`config.mk`:
```
export PLATFORM = sky130hd
export DESIGN_NAME = iau_div_cell
export DESIGN_NICKNAME = d
export VERILOG_FILES = /design/src/design/interval_arithmetic_unit_core_defines.svh /design/src/design/iau_pkg.sv /design/src/design/iau_div_cell.sv
export SDC_FILE = /design/constraint.sdc
export NUM_CORES = 1
export LEC_CHECK = 0
export BUFFER_PORTS_ARGS = -buffer_cell sky130_fd_sc_hd__buf_2
export CAP_MARGIN = 20
export CORE_MARGIN = 4
export CORE_UTILIZATION = 52
export DETAILED_ROUTE_END_ITERATION = 10
export GPL_TIMING_DRIVEN = 1
export PLACE_DENSITY = 0.91
export REMOVE_ABC_BUFFERS = 1
export SYNTH_ARGS = -nofsm -noshare
export SYNTH_HDL_FRONTEND = slang
export SYNTH_SLANG_ARGS = --single-unit
```
`constraint.sdc`:
```
create_clock -name clk -period 4.7 [get_ports clk]
set_clock_uncertainty 0.2 [all_clocks]
set_input_delay 0.47 -clock clk [delete_from_list [all_inputs] [get_ports clk]]
set_output_delay 0.47 -clock clk [all_outputs]
set_load 0.005 [all_outputs]
```
`src/design/interval_arithmetic_unit_core_defines.svh`:
```
// Assertion helpers shared by the interval unit RTL.
`ifndef INTERVAL_ARITHMETIC_UNIT_CORE_DEFINES_SVH
`define INTERVAL_ARITHMETIC_UNIT_CORE_DEFINES_SVH

// same-cycle implication, sampled on clk, off during reset
`define IAU_ASSERT_NOW(lbl, ante, cons) \
	lbl: assert property (@(posedge clk) disable iff (!arst_n) (ante) |-> (cons)) \
		else $error("iau check failed");

// next-cycle implication
`define IAU_ASSERT_NEXT(lbl, ante, cons) \
	lbl: assert property (@(posedge clk) disable iff (!arst_n) (ante) |=> (cons)) \
		else $error("iau check failed");

`endif

```
`src/design/iau_pkg.sv`:
```
package iau_pkg;

	localparam int FRAC_BITS = 16;
	localparam int DW        = 32;
	localparam int QW        = 2 * FRAC_BITS + 1;
	localparam int NCELL     = QW;

	localparam logic signed [DW-1:0] Q_MAX = {1'b0, {(DW-1){1'b1}}};
	localparam logic signed [DW-1:0] Q_MIN = {1'b1, {(DW-1){1'b0}}};

	typedef enum logic [2:0] {
		CMD_ADD   = 3'd0,
		CMD_SUB   = 3'd1,
		CMD_MUL   = 3'd2,
		CMD_NEG   = 3'd3,
		CMD_RECIP = 3'd4,
		CMD_DIV   = 3'd5
	} iau_cmd_t;

	// one lane of the restoring divider chain
	typedef struct packed {
		logic [DW-1:0] rem;
		logic [QW-1:0] quot;
		logic [QW-1:0] dvd;
		logic [DW-1:0] dvs;
		logic          neg;
		logic          zero;
	} div_lane_t;

	typedef struct packed {
		logic signed [DW-1:0] val;
		logic                 ov;
		logic                 dz;
	} recip_t;

	typedef struct packed {
		logic signed [DW-1:0] val;
		logic                 ov;
	} sat_t;

	function automatic sat_t sat64(input logic signed [63:0] v);
		sat_t r;
		r.ov  = 1'b0;
		r.val = v[DW-1:0];
		if (v > 64'(Q_MAX)) begin
			r.ov  = 1'b1;
			r.val = Q_MAX;
		end else if (v < 64'(Q_MIN)) begin
			r.ov  = 1'b1;
			r.val = Q_MIN;
		end
		return r;
	endfunction

	// quotient magnitude -> signed, saturated reciprocal
	function automatic recip_t recip_fin(input div_lane_t l);
		recip_t     r;
		logic [63:0] q;
		logic [63:0] nq;
		q   = 64'(l.quot);
		nq  = ~q + 64'd1;
		r.dz  = 1'b0;
		r.ov  = 1'b0;
		r.val = q[DW-1:0];
		if (l.zero) begin
			r.dz  = 1'b1;
			r.ov  = 1'b1;
			r.val = Q_MAX;
		end else if (!l.neg) begin
			if (q > 64'(unsigned'(Q_MAX))) begin
				r.ov  = 1'b1;
				r.val = Q_MAX;
			end
		end else begin
			if (q > 64'(unsigned'(Q_MIN))) begin
				r.ov  = 1'b1;
				r.val = Q_MIN;
			end else begin
				r.val = nq[DW-1:0];
			end
		end
		return r;
	endfunction

endpackage

```
`src/design/iau_div_cell.sv`:
```
module iau_div_cell (
	input  logic              clk,
	input  logic              en,
	input  iau_pkg::div_lane_t lane_in,
	output iau_pkg::div_lane_t lane_out
);
	import iau_pkg::*;

	logic [DW:0] trial;
	logic        ge;
	logic [DW:0] diff;
	div_lane_t   nxt;

	always_comb begin
		trial = {lane_in.rem, lane_in.dvd[QW-1]};
		ge    = trial >= {1'b0, lane_in.dvs};
		diff  = trial - {1'b0, lane_in.dvs};
		nxt       = lane_in;
		nxt.rem   = ge ? diff[DW-1:0] : trial[DW-1:0];
		nxt.quot  = {lane_in.quot[QW-2:0], ge};
		nxt.dvd   = {lane_in.dvd[QW-2:0], 1'b0};
	end

	always_ff @(posedge clk) begin
		if (en) begin
			lane_out <= nxt;
		end
	end

endmodule

```
**Yosys cells after proc, flatten, opt, wreduce, memory -nomap -nowiden**

Cells that the tools add are included.

- Add/sub/neg operators: 1
- Mux-type cells: 1
- Magnitude comparators: 1

Operators with widths:

| kind | number |
|---|---|
| 33-bit by 32-bit greater-or-equal comparator with 1-bit output | 1 |
| 32-bit 2-to-1 mux | 1 |
| 32-bit subtractor | 1 |

- Output and inout port bits: 132
- Input bits: 134
- Word-level logic and storage cells: 9
- Register bits after elaboration: 131

**Longest topological paths before layout**

Gate-level depths: netlist of the first run.

- Depth after elaboration: 2
- Depth in mapped cells: 13
- Mapped depth without buffers: 11

**Worst setup path before layout of the first run**

No wires, ideal clock.

- Path kind: input port to flip-flop
- Start point: input lane_in[25] in the netlist's numbering
- End point: register lane_out[104] in the netlist's numbering (data pin)
- Stages on the path: 11
- Path slack: 1.662 ns
- Library setup time: 0.260 ns
- Buffers on the path: 2
- Arrival time: 2.578 ns
- Data required time: 4.240 ns
- Path through: inv_1 ha_1 buf_6 and3_1 o21a_1 a311oi_2 o21ai_1 or3b_1 o21a_1 buf_6 mux2_4

RTL lines:

| item | line | source |
|---|---|---|
| start: declaration | iau_div_cell.sv:4 | `input iau_pkg::div_lane_t lane_in,` |
| end signal: assignment | iau_div_cell.sv:26 | `lane_out <= nxt;` |
| end: declaration | iau_div_cell.sv:5 | `output iau_pkg::div_lane_t lane_out` |

==> impl_results.md, run 1 <==
- Outcome: completed
- Final Cycle Share: between 70% and 80%
- Root buf cell: clkbuf_16
- Seq/Total Area, Yosys: 62.7%
- Most common flop cell mapped by yosys: edfxtp_1
- Part of the power in the clock network: between 30 and 40%
- Share of post-route cells with drive strength above 1: roughly two fifths
- Antenna violations before repair: 5
- Clock Pin Slew Worst Setup and Hold Paths: 0.06 ns
- Power density over the cells: ~410 nW/um^2
- Via density per instance: between 5 and 6
- DRT Wirelength: between 15,000 and 20,000 um
- Core footprint: 11,600 sq um
- CTS H-tree depth: 4
- Max layer used: met5
- Global-route congestion overflow total: 0
- Sw Share: 25.5%
- Buffers and inverters on the worst path: 2
- Slew Viols, Final: 0
- Peak clock frequency supported by timing: approximately 280 MHz
- Mean Syn Cell Area: ~13 sq um
- P&R area growth vs syn: 32.1%
- Starting DRT DRC Count: between 500 and 600
- Source of the worst hold timing path: lane_in[78]
- Storage element area: between 3000 and 4000 sq um
- Cell family with the largest share of critical-path delay: compound AO/OA/AOI/OAI gates
- Routed vias: roughly 5k
- Unrepaired setup endpoints after global routing: no
- Fill cells: 821
- Max Root-Sink Buffers: 2
- Maximum Capacitance Violations: 0
- Path type of the worst min-delay path: in2reg
- Number of cells produced by synthesis: just under 500
- Psw: 0.869 mW
- Worst hold endpoint: lane_out[79]$_DFFE_PP_
- Register containing the most flip-flops in the final layout: lane_out
- Area of combinational cells with multiple inputs: ~2000 sq um
- Ant. Diodes: 0
- Cells on Worst Hold Path: 1
- Pin count of the biggest net entering global routing: 95
- DRC viols: 0
- Detailed route wirelength on metal3: approximately 1700 um
- EDFF count, synth: 131
- Registers with the highest flip-flop counts: lane_out: 131 flops
- TritonCTS clock tree: built
- Gpl congestion: between 0.8 and 0.9
- Stage delay of the slowest cell on the critical path: between 0.8 and 0.9 ns
- Setup crit end kind: flip-flop
- Met1 wire length: 6610 um
- Final core utilization: a little under three quarters
- Comb pwr share: about 18%
- Internal Dissipation: between 2 and 3 mW
- Peak supply drop: around 230 uV
- Final period demand of the worst path: about 3.6 ns
- Flip-flop and latch count after synthesis: roughly 130
- Post-DP HPWL: between 10,000 and 15,000 um
- Vertical die dimension: 118 um
- Overall power after layout: between 3 and 4 mW
- Max reg flops: 131
- Static leakage power: around 3.7 nW
- Sequential share of power: between 40% and 50%
- Normalized max-slew margin: a little under a third
- Initial DRT Pass Iterations: 5
- Vias in the first global route: roughly 5k
- Slowest cell on the critical path: o21a_2
- Die ar.: between 10,000 and 15,000 sq um
- Worst Max-Slew Pin Slew: around 1.0 ns
- Netlist area before placement: approximately 6300 sq um
- # setup viols final: 0
- Required time reported for the critical path endpoint: about 4.7 ns
- Critical path, cell by cell: buf_2 -> inv_1 -> ha_1 -> and3_1 -> nand4_1 -> nor4b_1 -> a21o_1 -> o21a_2 -> o21ai_0 -> o21a_1
- Tot GR Track Use: between 20% and 30%
- Number of buffer cells added on primary ports: approximately 260
- Count of standard-cell rows: 39
- Number of clock sinks: roughly 130
- Final-layout setup total negative slack: 0 ns
- Post-layout net count: 926
- Number of distinct library cells after synthesis: 50
- Effective utilization at floorplan: 54.0%
- Number of gates given a new drive strength after cts: 0
- Remaining antenna violation count: 0
- CP arrival: between 3 and 4 ns
- Fraction of registers with async set or reset after synthesis: 0%
- Top-Level Pins: between 200 and 300
- X dimension of the die: roughly 120 um
- Wirelength per Cell: around 20 um
- YS warnings: 0
- Peak fanout along the critical path: 47
- Post-CTS setup repair buffer count: 0
- Critical path launch point type: input port
- First-pass GRT wire length: about 28,000 um
- Number of buffers inserted during clock tree synthesis: 17
- Kind of critical path: in2reg
- Number of hold buffers added after cts: 0
- Final number of hold-violating endpoints: 0
- Routed length on met2: 9780 um
==> cells by family after synthesis <==
group / Yosys count / share of synthesized area [%]
DFF: 131 / 62.7
AOI/OAI and AO/OA: 120 / 11.7
and+or+nand+nor: 107 / 8.34
buffers and inverters: 64 / 4.65
adders and majority gates: 33 / 6.70
xor gates and xnor gates: 26 / 3.63
muxes: 10 / 2.23
other: 1 / 0.0598
==> worst max path at each step <==
stage	startpoint	to	slack, ns	cells past startpoint
2_1_floorplan	lane_in[25]	lane_out[103]$_DFFE_PP_	0.89	9
5_1_grt	lane_in[25]	lane_out[103]$_DFFE_PP_	0.90	10
3_3_place_gp	lane_in[25]	lane_out[110]$_DFFE_PP_	0.96	10
6_report	lane_in[25]	lane_out[103]$_DFFE_PP_	1.14	10
3_5_place_dp	lane_in[24]	lane_out[103]$_DFFE_PP_	0.78	10
4_1_cts	lane_in[24]	lane_out[103]$_DFFE_PP_	1.17	10
==> synthesized netlist by cell type, types with 4 or more instances <==
| library cell | instances | area share [%] |
|---|---|---|
| xnor2_1 | 16 | 2.2 |
| o21a_1 | 6 | 0.72 |
| nor2_1 | 37 | 2.2 |
| o21ai_1 | 4 | 0.32 |
| nand2b_1 | 7 | 0.70 |
| clkbuf_1 | 6 | 0.36 |
| o31ai_1 | 7 | 0.84 |
| a21oi_1 | 54 | 4.3 |
| nand2_1 | 24 | 1.4 |
| nand4_1 | 8 | 0.80 |
| inv_1 | 46 | 2.8 |
| a21o_1 | 8 | 0.96 |
| xor2_1 | 10 | 1.4 |
| edfxtp_1 | 131 | 63 |
| nand3_1 | 8 | 0.64 |
| buf_2 | 5 | 0.40 |
| o21ai_0 | 17 | 1.4 |
| o21bai_1 | 5 | 0.60 |
| ha_1 | 32 | 6.4 |
| buf_6 | 5 | 0.90 |
| mux2_4 | 8 | 1.9 |
==> power groups by stage <==
stage	logic, mW	clock network [mW]	registers [mW]
after floorplan	0.282	0	1.50
after global placement	0.570	0	1.48
after detailed placement	0.595	0	1.48
after CTS	0.600	1.37	1.46
after global routing	0.655	1.43	1.47
final	0.600	1.34	1.46
==> stage by stage <==
stage          hold WS [ns]  cells  instance area, sq um  setup slack [ns]
3_5_place_dp          0.448    883                  7680             0.778
5_1_grt             0.00616    915                  8290             0.895
4_1_cts             0.00882    915                  8290              1.17
3_3_place_gp          0.447    883                  7680             0.960
6_report             0.0269    915                  8290              1.14
2_1_floorplan         0.369    474                  6150             0.894
==> cells in the final DEF, fill, tap and decap left out, drive strengths merged, types with 10 or more instances in the layout <==
| master | count |
|---|---|
| buf | 266 |
| edfxtp | 131 |
| o21ai | 21 |
| nand2 | 24 |
| nor2 | 37 |
| ha | 32 |
| clkbuf | 17 |
| xnor2 | 16 |
| xor2 | 10 |
| inv | 49 |
| a21oi | 55 |
==> metal layers <==
layer,GRT usage [%],up-vias
li1,-,2355
met1,28.8,2347
met2,47.1,237
met3,10.7,42
met4,11.5,10
met5,0,-
==> cell type report <==
type	count	area share, %
clock buffers	17	5.13
inverters	46	2.08
repair buffers	266	16.2
well taps	143	2.16
clock inverters	15	2.19
flip-flops and latches	131	47.5
multi-input cells	297	24.7
Note: power is estimated with default switching activity, not from simulation.
==> inputs of run 2 (changes only) <==
Settings changed: CORE_UTILIZATION 52 to 48, PLACE_DENSITY 0.91 to 0.85.
Clock period 4.7 ns to 3.59 ns, I/O delays scaled along.
==> impl_results.md, run 2 (same netlist as run 1, synthesis figures left out) <==
- Part of the power in the clock network: 41.0% (+1.5 points)
- Worst Max-Slew Pin Slew: 0.694 ns (-0.355 ns)
- Maximum Capacitance Violations: 0 (unchanged)
- First-pass GRT wire length: 34,000 um (+19%)
- Register containing the most flip-flops in the final layout: lane_out
- Internal Dissipation: 3.61 mW (+43%)
- Most frequent standard cell in the layout excluding fill and tap cells: buf_2
- Peak fanout along the critical path: 7 (-85%)
- Critical path launch point type: input port
- Antenna violations before repair: 4 (-1)
- Die ar.: 15,000 sq um (+7.8%)
- Outcome: completed
- Static leakage power: 4.22 nW (+13%)
- Post-DP HPWL: 13,500 um (-6.0%)
- Effective utilization at floorplan: 49.3% (-4.7 points)
- # setup viols final: 0 (unchanged)
- Cells on Worst Hold Path: 2 (+1)
- Kind of critical path: in2reg
- Starting DRT DRC Count: 536 (+5.7%)
- Source of the worst hold timing path: lane_in[123]
- Setup crit end kind: flip-flop
- Slew Viols, Final: 0 (unchanged)
- Sequential share of power: 39.8% (-3.1 points)
- Commonest cells after routing, fill and taps aside: buf_2, edfxtp_1, dlygate4sd3_1
- Vias in the first global route: 5,955 (+16%)
- Psw: 1.24 mW (+43%)
- Wirelength per Cell: 22.3 um (+9.4%)
- Global-route congestion overflow total: 0 (unchanged)
- Max Root-Sink Buffers: 2 (unchanged)
- Remaining antenna violation count: 0 (unchanged)
- Gpl congestion: 0.853 (-3.8%)
- Required time reported for the critical path endpoint: 3.55 ns (-1.11 ns)
- Number of buffers inserted during clock tree synthesis: 17 (unchanged)
- Final number of hold-violating endpoints: 0 (unchanged)
- Initial DRT Pass Iterations: 5 (unchanged)
- CP arrival: 3.42 ns (-0.10 ns)
- Peak supply drop: 240 uV (+4.3%)
- Final Cycle Share: between 90% and 100%
- Vertical die dimension: 122 um (+3.8%)
- P&R area growth vs syn: 51.6%
- Core footprint: 12,700 sq um (+9.5%)
- Count of standard-cell rows: 41 (+5.1%)
- Path type of the worst min-delay path: in2reg
- Fill cells: 809 (-1.5%)
- Number of clock sinks: 131 (unchanged)
- Final period demand of the worst path: between 3 and 4 ns
- DRT Wirelength: 23,600 um (+26%)
- Number of buffer cells added on primary ports: 263 (unchanged)
- Routed vias: 5,772 (+16%)
- Share of post-route cells with drive strength above 1: 37.7% (-2.8 points)
- Normalized max-slew margin: 53.7% (+24 points)
- Registers with the highest flip-flop counts: lane_out: 131 flops
- Clock Pin Slew Worst Setup and Hold Paths: 0.06 ns (about the same)
- Via density per instance: 5.48 (+0.40%)
- X dimension of the die: 122 um (+3.8%)
- Filler-free cell count of the finished design: 1,054 (+15%)
- Root buf cell: clkbuf_16
- DRC viols: 0 (unchanged)
- Comb pwr share: 19.2% (+1.6 points)
- Peak clock frequency supported by timing: approximately 290 MHz
- Pin count of the biggest net entering global routing: 75 (-21%)
- Worst hold endpoint: lane_out[124]$_DFFE_PP_
- Top-Level Pins: 266 (unchanged)
- Total placed cells including tap cells: 920 (+4.2%)
- Power density over the cells: 510 nW/um^2 (+24%)
- Tot GR Track Use: 30.7% (+3.8 points)
- Sw Share: 25.5% (about the same)
- CTS H-tree depth: 4 (unchanged)
- TritonCTS clock tree: built
- Max reg flops: 131 (unchanged)
- Post-layout net count: 1,033 (+12%)
- Overall power after layout: 4.85 mW (+43%)
==> run 2: metal layers <==
metal  track usage (%)  part of all wire (%)  vias to the layer above
met2              52.1                    49                      433
li1                  -                     -                     2562
met4              17.8                   5.4                        2
met1              33.8                    35                     2672
met3              9.86                    10                      103
met5                 0                 0.030                        -
==> run 2: worst max-delay path by stage <==
stage / cells after the start / slack (ns) / from / end
floorplan: 9 / -0.11 / lane_in[25] / lane_out[103]$_DFFE_PP_
global placement: 10 / 0.24 / lane_in[25] / lane_out[107]$_DFFE_PP_
finish: 12 / 0.13 / lane_in[4] / lane_out[130]$_DFFE_PP_
global route: 14 / -0.05 / lane_in[4] / lane_out[112]$_DFFE_PP_
CTS: 13 / 0.05 / lane_in[25] / lane_out[112]$_DFFE_PP_
detailed placement: 13 / 0.19 / lane_in[22] / lane_out[112]$_DFFE_PP_
==> run 2: stage by stage <==
stage / setup slack, ns / hold WS, ns / area (sq um) / utilization (%) / setup TNS, ns
2_1_floorplan: -0.105 / 0.258 / 6150 / - / -0.690
3_3_place_gp: 0.236 / 0.336 / 7790 / 61.2 / 0
3_5_place_dp: 0.187 / 0.338 / 7790 / 61.2 / 0
4_1_cts: 0.0455 / 0.0439 / 9430 / 74.1 / 0
5_1_grt: -0.0518 / 0.0621 / 9510 / 74.8 / -0.138
6_report: 0.131 / 0.0577 / 9510 / 74.8 / 0
==> run 2: repair_timing <==
| action | 4_1_cts | 5_1_grt |
|---|---|---|
| endpoints found under the hold margin | 98 | 0 |
| endpoints found under the setup margin | 0 | 28 |
| setup buffers | 0 | 1 |
| hold buffers | 98 | 0 |
| resized for setup | 0 | 17 |
==> run 2: cell type report <==
class	instances	area, sq um	area share (%)
flip-flops and latches	131	3930	41.4
repair buffers	373	2410	25.3
multi-input cells	297	2110	22.2
clock buffers	18	429	4.51
clock inverters	14	233	2.45
well taps	172	215	2.26
inverters	46	173	1.82
diodes	3	7.51	0.0789
==> run 2: power by group through the flow <==
stage | clock network, mW | logic (mW) | registers (mW)
finish | 1.99 | 0.933 | 1.93
detailed placement | 0 | 0.777 | 1.94
CTS | 1.95 | 0.874 | 1.91
global placement | 0 | 0.761 | 1.93
global route | 2.07 | 1.00 | 1.94
floorplan | 0 | 0.369 | 1.96
==> run 2: critical path, cell delays in order <==
cell	delay, ns
dlygate4sd3_1	0.55
buf_2	0.12
inv_1	0.05
ha_1	0.38
nor2b_2	0.20
o2111ai_1	0.32
a21oi_2	0.14
o31ai_2	0.43
a21oi_4	0.16
a211oi_1	0.30
xnor2_1	0.13
mux2_4	0.27
